File: config.mk
export PLATFORM = sky130hd
export DESIGN_NAME = adyn_div
export DESIGN_NICKNAME = d
export VERILOG_FILES = /design/src/rtl/core/adyn_pkg.sv /design/src/rtl/core/adyn_div.sv
export SDC_FILE = /design/constraint.sdc
export NUM_CORES = 2
export LEC_CHECK = 0
export CORE_ASPECT_RATIO = 0.7
export CORE_MARGIN = 1.5
export CORE_UTILIZATION = 40
export CTS_CLUSTER_SIZE = 28
export DETAILED_ROUTE_END_ITERATION = 7
export DONT_BUFFER_PORTS = 1
export SLEW_MARGIN = 40
export SYNTH_ARGS = -nofsm -noshare
export SYNTH_HDL_FRONTEND = slang
export SYNTH_SLANG_ARGS = --single-unit
File: constraint.sdc
create_clock -name clk_i -period 13.7 [get_ports clk_i]
set_input_delay 4.11 -clock clk_i [delete_from_list [all_inputs] [get_ports clk_i]]
set_output_delay 4.11 -clock clk_i [all_outputs]
set_load 0.02 [all_outputs]
File: src/rtl/core/adyn_pkg.sv
// Shared types, constants and fixed-point helpers for the acrobot dynamics core.
package adyn_pkg;

  // Fixed-point format
  localparam int FracBits  = 16;
  localparam int AngShift  = 30 - FracBits;

  // Pipeline depths
  localparam int RedSteps    = 7;
  localparam int CordicSteps = 24;
  localparam int CordicLat   = 1 + RedSteps + 1 + CordicSteps + 1;
  localparam int DivSteps    = 32;
  localparam int DivLat      = 1 + DivSteps + 1;
  localparam int LatTotal    = CordicLat + 6 + DivLat + 2 + DivLat + 2 + DivLat;

  // Configuration register indexes
  localparam logic [2:0] CfgMassLink1   = 3'd0;
  localparam logic [2:0] CfgMassLink2   = 3'd1;
  localparam logic [2:0] CfgLengthLink1 = 3'd2;
  localparam logic [2:0] CfgComLink1    = 3'd3;
  localparam logic [2:0] CfgComLink2    = 3'd4;
  localparam logic [2:0] CfgLinkInertia = 3'd5;
  localparam logic [2:0] CfgGravity     = 3'd6;

  // Configuration reset values
  localparam logic [23:0] RstMassLink1   = 24'd65536;
  localparam logic [23:0] RstMassLink2   = 24'd65536;
  localparam logic [23:0] RstLengthLink1 = 24'd65536;
  localparam logic [23:0] RstComLink1    = 24'd32768;
  localparam logic [23:0] RstComLink2    = 24'd32768;
  localparam logic [23:0] RstLinkInertia = 24'd65536;
  localparam logic [23:0] RstGravity     = 24'd642253;

  // Angle constants in Q30
  localparam logic signed [33:0] Q30Pi     = 34'sd3373259426;
  localparam logic signed [33:0] Q30HalfPi = 34'sd1686629713;
  localparam logic signed [33:0] Q30TwoPi  = 34'sd6746518852;
  localparam logic signed [33:0] Q30Gain   = 34'sd652032874;
  localparam logic [39:0]        TwoPi40   = 40'd6746518852;
  // 64 turns, enough to make any scaled input angle positive
  localparam logic [39:0]        AngOffset = 40'd431777206528;

  localparam logic signed [33:0] AtanQ30 [CordicSteps] = '{
    34'sd843314857, 34'sd497837829, 34'sd263043837, 34'sd133525159,
    34'sd67021687,  34'sd33543516,  34'sd16775851,  34'sd8388437,
    34'sd4194283,   34'sd2097149,   34'sd1048576,   34'sd524288,
    34'sd262144,    34'sd131072,    34'sd65536,     34'sd32768,
    34'sd16384,     34'sd8192,      34'sd4096,      34'sd2048,
    34'sd1024,      34'sd512,       34'sd256,       34'sd128
  };

  // Transaction payloads
  typedef struct packed {
    logic signed [23:0] angle1;
    logic signed [23:0] angle2;
    logic signed [23:0] rate1;
    logic signed [23:0] rate2;
    logic signed [23:0] torque;
  } in_t;

  typedef struct packed {
    logic signed [23:0] rate1_out;
    logic signed [23:0] rate2_out;
    logic signed [31:0] accel1;
    logic signed [31:0] accel2;
    logic               saturated;
  } out_t;

  // Clamped value with its clip flag
  typedef struct packed {
    logic signed [31:0] v;
    logic               s;
  } fx_t;

  // Data that rides alongside the long units
  typedef struct packed {
    logic signed [23:0] w1;
    logic signed [23:0] w2;
    logic signed [23:0] u;
  } side_t;

  typedef struct packed {
    logic signed [23:0] w1;
    logic signed [23:0] w2;
    logic signed [23:0] u;
    logic signed [31:0] phi1;
    logic signed [31:0] phi2;
    logic signed [31:0] d1;
    logic signed [31:0] d2;
    logic signed [31:0] acc2;
    logic               flag;
  } carry_t;

  function automatic logic signed [31:0] ext24(input logic [23:0] v);
    return {{8{v[23]}}, v};
  endfunction

  function automatic logic signed [31:0] cfg32(input logic [23:0] v);
    return {8'd0, v};
  endfunction

  function automatic fx_t fx_clamp(input logic signed [64:0] v);
    fx_t r;
    if (v > 65'sd2147483647) begin
      r.v = 32'sh7fffffff;
      r.s = 1'b1;
    end else if (v < -65'sd2147483648) begin
      r.v = 32'sh80000000;
      r.s = 1'b1;
    end else begin
      r.v = 32'(v);
      r.s = 1'b0;
    end
    return r;
  endfunction

  function automatic fx_t fx_add(input logic signed [31:0] a, input logic signed [31:0] b);
    return fx_clamp(65'(a) + 65'(b));
  endfunction

  function automatic fx_t fx_sub(input logic signed [31:0] a, input logic signed [31:0] b);
    return fx_clamp(65'(a) - 65'(b));
  endfunction

  // Product rounded half up at the fraction point
  function automatic fx_t fx_mul(input logic signed [31:0] a, input logic signed [31:0] b);
    logic signed [63:0] p;
    p = 64'(a) * 64'(b) + (64'sd1 <<< (FracBits - 1));
    return fx_clamp(65'(p >>> FracBits));
  endfunction

endpackage

File: src/rtl/core/adyn_div.sv
// Pipelined signed fixed-point divider, one quotient bit per stage.
module adyn_div
  import adyn_pkg::*;
(
  input  logic               clk_i,
  input  logic               en_i,
  input  logic signed [31:0] num_i,
  input  logic signed [31:0] den_i,
  output logic signed [31:0] quo_o,
  output logic               sat_o
);

  logic [31:0] rem_q  [DivSteps+1];
  logic [31:0] low_q  [DivSteps+1];
  logic [31:0] den_q  [DivSteps+1];
  logic        neg_q  [DivSteps+1];
  logic        zero_q [DivSteps+1];
  logic        ovf_q  [DivSteps+1];
  logic        npos_q [DivSteps+1];
  logic        nneg_q [DivSteps+1];

  logic [32:0] nmag_s, dmag_s;
  logic [31:0] rem0_s;
  logic [32:0] t_s  [DivSteps];
  logic        ge_s [DivSteps];
  logic signed [31:0] quo_d;
  logic               sat_d;

  // Operand magnitudes and quotient overflow check
  always_comb begin
    nmag_s = num_i[31] ? -{num_i[31], num_i} : {1'b0, num_i};
    dmag_s = den_i[31] ? -{den_i[31], den_i} : {1'b0, den_i};
    rem0_s = nmag_s[31:0] >> (32 - FracBits);
  end

  // Restoring step per stage
  always_comb begin
    for (int i = 0; i < DivSteps; i++) begin
      t_s[i]  = {rem_q[i], low_q[i][31]};
      ge_s[i] = t_s[i] >= {1'b0, den_q[i]};
    end
  end

  always_ff @(posedge clk_i) begin
    if (en_i) begin
      rem_q[0]  <= rem0_s;
      low_q[0]  <= nmag_s[31:0] << FracBits;
      den_q[0]  <= dmag_s[31:0];
      neg_q[0]  <= num_i[31] ^ den_i[31];
      zero_q[0] <= den_i == 32'sd0;
      ovf_q[0]  <= rem0_s >= dmag_s[31:0];
      npos_q[0] <= num_i > 32'sd0;
      nneg_q[0] <= num_i[31];
      for (int i = 0; i < DivSteps; i++) begin
        rem_q[i+1]  <= ge_s[i] ? 32'(t_s[i] - {1'b0, den_q[i]}) : t_s[i][31:0];
        low_q[i+1]  <= {low_q[i][30:0], ge_s[i]};
        den_q[i+1]  <= den_q[i];
        neg_q[i+1]  <= neg_q[i];
        zero_q[i+1] <= zero_q[i];
        ovf_q[i+1]  <= ovf_q[i];
        npos_q[i+1] <= npos_q[i];
        nneg_q[i+1] <= nneg_q[i];
      end
    end
  end

  // Sign, saturation and divide-by-zero
  always_comb begin
    sat_d = 1'b0;
    quo_d = 32'sd0;
    priority if (zero_q[DivSteps]) begin
      sat_d = 1'b1;
      quo_d = npos_q[DivSteps] ? 32'sh7fffffff :
              (nneg_q[DivSteps] ? 32'sh80000000 : 32'sd0);
    end else if (ovf_q[DivSteps]) begin
      sat_d = 1'b1;
      quo_d = neg_q[DivSteps] ? 32'sh80000000 : 32'sh7fffffff;
    end else if (!neg_q[DivSteps]) begin
      sat_d = low_q[DivSteps][31];
      quo_d = low_q[DivSteps][31] ? 32'sh7fffffff : $signed(low_q[DivSteps]);
    end else begin
      sat_d = low_q[DivSteps] > 32'h80000000;
      quo_d = sat_d ? 32'sh80000000 : $signed(-low_q[DivSteps]);
    end
  end

  always_ff @(posedge clk_i) begin
    if (en_i) begin
      quo_o <= quo_d;
      sat_o <= sat_d;
    end
  end

endmodule

Yosys cells after proc, flatten, opt, wreduce, memory -nomap -nowiden
Memories as Yosys holds them, arrays and structs flattened.
Index checks and enable logic that the tools add are counted.
- memories: 8
- register bits: 33
- memory bits (writable): 3333
- input port bits: 66
- output and inout bits: 33
- reduce and logical (&&, ||, !) cells: 2
- add/sub/neg operators: 35
- bitwise logic cells: 1
- muxes and demuxes: 45
- magnitude comparators: 35
- memories (name ; depth ; bits a word ; rd ports ; clocked after Yosys merged registers in ; write ports ; RTL line ; text):
    den_q ; 33 ; 32 ; 32 ; 0 ; 33 ; adyn_div.sv:15 ; logic [31:0] den_q [DivSteps+1];
    low_q ; 33 ; 32 ; 33 ; 0 ; 33 ; adyn_div.sv:14 ; logic [31:0] low_q [DivSteps+1];
    rem_q ; 33 ; 32 ; 32 ; 0 ; 33 ; adyn_div.sv:13 ; logic [31:0] rem_q [DivSteps+1];
    neg_q ; 33 ; 1 ; 33 ; 0 ; 33 ; adyn_div.sv:16 ; logic neg_q [DivSteps+1];
    nneg_q ; 33 ; 1 ; 33 ; 0 ; 33 ; adyn_div.sv:20 ; logic nneg_q [DivSteps+1];
    npos_q ; 33 ; 1 ; 33 ; 0 ; 33 ; adyn_div.sv:19 ; logic npos_q [DivSteps+1];
    +2 memories ; n/a ; n/a ; n/a ; n/a ; n/a ; n/a ;
- operators with widths (kind ; number):
    $mux W32 ; 41
    $ge A33 B32 Y1 ; 32
    $sub A32 B32 Y32 ; 32
    $neg A32 Y32 ; 3
    $ge A16 B32 Y1 ; 1
    $gt A32 B1 Y1 const B ; 1
    $gt A32 B32 Y1 const B ; 1
    $logic_not A32 Y1 ; 1
    $mux W31 ; 1
    $mux W1 ; 3
    $reduce_or A2 Y1 ; 1
    $xor A1 B1 Y1 ; 1

Depth between registers and ports, before layout
An unclocked memory read counts as a cell.
- depth in word-level cells: 6
- mapped depth: 21

Worst setup path after synthesis
OpenSTA, ideal clock, no wires.
- path kind: input to register
- start point: input num_i[1]
- end point: memory ovf_q[0][0], data pin
- cell stages on the path: 21
- library setup time: 255 ps
- required time: 13445 ps
- buffers on the path: 0
- setup slack: 5706 ps
- arrival time: 7739 ps
- cells stage by stage: inv_1 > ha_1 > nand2b_1 > nor2_1 > nand2_1 > or2_2 > or4_1 > or3_1 > o21ai_0 > xor2_1 > ha_1 > nand2b_1 > a21o_1 > a21o_1 > a21o_1 > a21o_1 > a21o_1 > a21o_1 > a21oi_1 > o211ai_1 > and3b_1
- RTL lines (item ; RTL line ; text):
    start, declared ; adyn_div.sv:7 ; input logic signed [31:0] num_i,
    end, declared ; adyn_div.sv:18 ; logic ovf_q [DivSteps+1];

==> qor.txt <==
outcome: completed
number of synthesized flops with an enable pin: 2894
number of max-cap violations: 0
setup TNS: 0 ns
leading cell type in the layout, fill and taps excluded: edfxtp_1
CTS H-tree depth: 5
Wirelength per Cell: 19.74 um
Slew Limit Fails: 0
Area Overhead vs Synth: 10.52%
fin crit share: 0.8245
drt drc: 0
CP dominant cell by count: buf_16
Ports: 99
clk_skew: 0.03006 ns
pin count of the biggest net entering global routing: 189
Post-Syn Area: 153700 um2
Post-Route WL: 367.2 mm
Initial Util: 0.4017
min Tclk post-route: 11.30 ns
Clk pwr share: 0.209
combinational power share: 0.427
Final nets: 14.41k
Top FF cell, synth: edfxtp_1
area of the multi-input gates: 60930 um2
Critical Path Fanout Max: 117
Cells after Synth: 13.24k
PortBufs: 0
Reg area: 86900 um2
Worst-path clk slew: 0.06 ns
core area: 382700 um2
Crit path required time: 14.23 ns
vias in the first global route: 92.06k
Fillers: 35.20k
syn_nets: 14.37k
Final Hold Vio Count: 0
gpl congestion: 0.9150
f_max: 0.08853 GHz
Clk Latency, worst-skew pair: 0.90 ns
total CTS buffers: 295
Routed Antenna Nets: 0
Tightest Pin Transition: 0.9141 ns
CTS max path bufs: 4
Yosys warnings: 0
post-synthesis sequential area ratio: 0.5653
Setup CP Type: in -> reg
Flop pwr share: 0.363
Die W: 744.0 um
dpl hpwl: 275.3 mm
Detailed Routing Iterations Pass 1: 6
Avg Cell Area, Syn: 11.61 um2
Leak Pwr: 66.95 nW
cts repair resizes: 0
CTS tree: yes
startpoint types: input port
layout cell share with drive strength beyond 1: 0.06996
Critical Path End Type: flip-flop
Crit path largest cell delay: 0.47 ns
critical path cell sequence: buf_16 -> buf_16 -> buf_16 -> buf_16 -> buf_16 -> buf_16 -> buf_16 -> buf_16 -> buf_16 -> buf_16 -> buf_16 -> buf_16 -> buf_16 -> buf_16 -> buf_16 -> buf_16 -> buf_16 -> buf_16 -> buf_16
Overflow after GRT: 0
Internal: 24.32 mW
initial antenna violation count: 10
sw frac: 0.3721
endpoints failing setup: 0
GRT Total Usage: 0.1837
CTS Hold Bufs: 0
peak supply drop: 0.1359 mV
1st-iter DRT viols: 9818
CTS Root Cell: clkbuf_16
Yosys cell types: 85
critical path data arrival time: 11.83 ns
Hold WC Path Type: reg -> reg
Hold Slack: 0.3989 ns
clock tree sinks: 2894
# Post-CTS Setup Buffers: 0
Synth async-reset ratio: 0
power density cells: 227.9 nW/um2
DR vias/cell: 5.361
most frequent cells in the layout: edfxtp_1 (2894), inv_1 (1340), a21oi_1 (1039)
Vert. Die Dim: 521.7 um
P_sw: 14.41 mW
area of the die: 388100 um2
Slew HR: 0.3842
first-pass GRT wire length: 560.3 mm
Yosys reg bits: 2894
Vias: 99.71k
std cell rows: 190
RSZ-0062 raised after global routing: false
Slowest cell on crit path: buf_16
logic make-up after synthesis:
family / share of synthesized area
flip-flops: 0.5653
AND/OR/NAND/NOR: 0.08670
XOR/XNOR: 0.04991
buffers and inverters: 0.04067
adder cells (fa/ha/maj): 0.08762
AO/OA/AOI/OAI: 0.1426
multiplexers: 0.02721
through the flow:
| step | instances | setup WS (ns) | area, um2 | total power, mW | utilization |
|---|---|---|---|---|---|
| 6_report | 18600 | 2.405 | 169900 | 38.73 | 0.4439 |
| 4_1_cts | 18590 | 2.496 | 169800 | 38.76 | 0.4437 |
| 2_1_floorplan | 13240 | 5.706 | 153700 | 25.95 | - |
| 3_5_place_dp | 18070 | 1.521 | 160300 | 30.43 | 0.4189 |
| 5_1_grt | 18600 | 1.797 | 169900 | 41.32 | 0.4439 |
| 3_3_place_gp | 18060 | 1.424 | 159800 | 30.35 | 0.4174 |
path summary, 6_finish.rpt:
kind                       from            end  slack [ns]  cells past startpoint
setup / recovery           en_i  low_q[15][36]        2.40                     19
hold / removal     low_q[5][59]   low_q[6][28]        0.40                      0
setup reg to reg  den_q[0][129]  rem_q[0][182]        8.59                     12
hold reg to reg    low_q[5][59]   low_q[6][28]        0.40                      0
state kept, by name, indices dropped and copies added (netlist names), 32 cells and up:
register / count
den_q: 1024
rem_q: 1008
low_q: 664
neg_q: 33
nneg_q: 33
npos_q: 33
ovf_q: 33
zero_q: 33
quo_o: 32
routing by layer:
metal / GRT usage / wire [um] / vias to the layer above
met2: 0.2515 / 143700 / 2868
met4: 0.03852 / 7503 / 0
met1: 0.2939 / 186600 / 47630
li1: - / - / 48770
met3: 0.03902 / 29350 / 442
met5: 0 / 0 / -
power by group through the flow:
stage	sequential [mW]	clock (mW)	combinational (mW)
2_1_floorplan	13.4	0	12.5
3_3_place_gp	14.2	0	16.1
3_5_place_dp	14.2	0	16.2
4_1_cts	14.1	8.31	16.4
5_1_grt	14.2	8.65	18.4
6_report	14.1	8.10	16.6
worst max-delay path: cells and delay by family:
family | cells | cell delay, ns
buffers and inverters | 19 | 6.79
cells in the mapped netlist (103+ instances only):
cell type     n  area [um2]
clkbuf_1    304        1141
inv_1      1340        5030
a21oi_1    1041        5210
ha_1       1027       12850
a31oi_1     103       644.4
a211oi_1    103       773.2
nor3_1      143       715.7
nand2b_1    130       813.3
nand3_1     204        1021
xor2_1      351        3074
a21o_1      491        3686
nor2b_1     173        1082
nand2_1     958        3596
edfxtp_1   2894       86900
o21ai_0    1021        5110
nand4_1     151       944.7
o21a_1      119       893.4
xnor2_1     525        4598
mux2_2      343        3862
nor2_1      689        2586
o21bai_1    121       908.4
and3_1      106       663.1
final cells by class:
| cell class | count | area share |
|---|---|---|
| Timing Repair Buffer | 68 | 0.007011 |
| Antenna cell | 2 | 0.00002946 |
| Sequential cell | 2894 | 0.5115 |
| Clock buffer | 350 | 0.04604 |
| Tap cell | 5088 | 0.03747 |
| Inverter | 1341 | 0.02963 |
| Clock inverter | 170 | 0.009728 |
| Multi-Input combinational cell | 8685 | 0.3586 |
(Power assumes the default switching activity.)
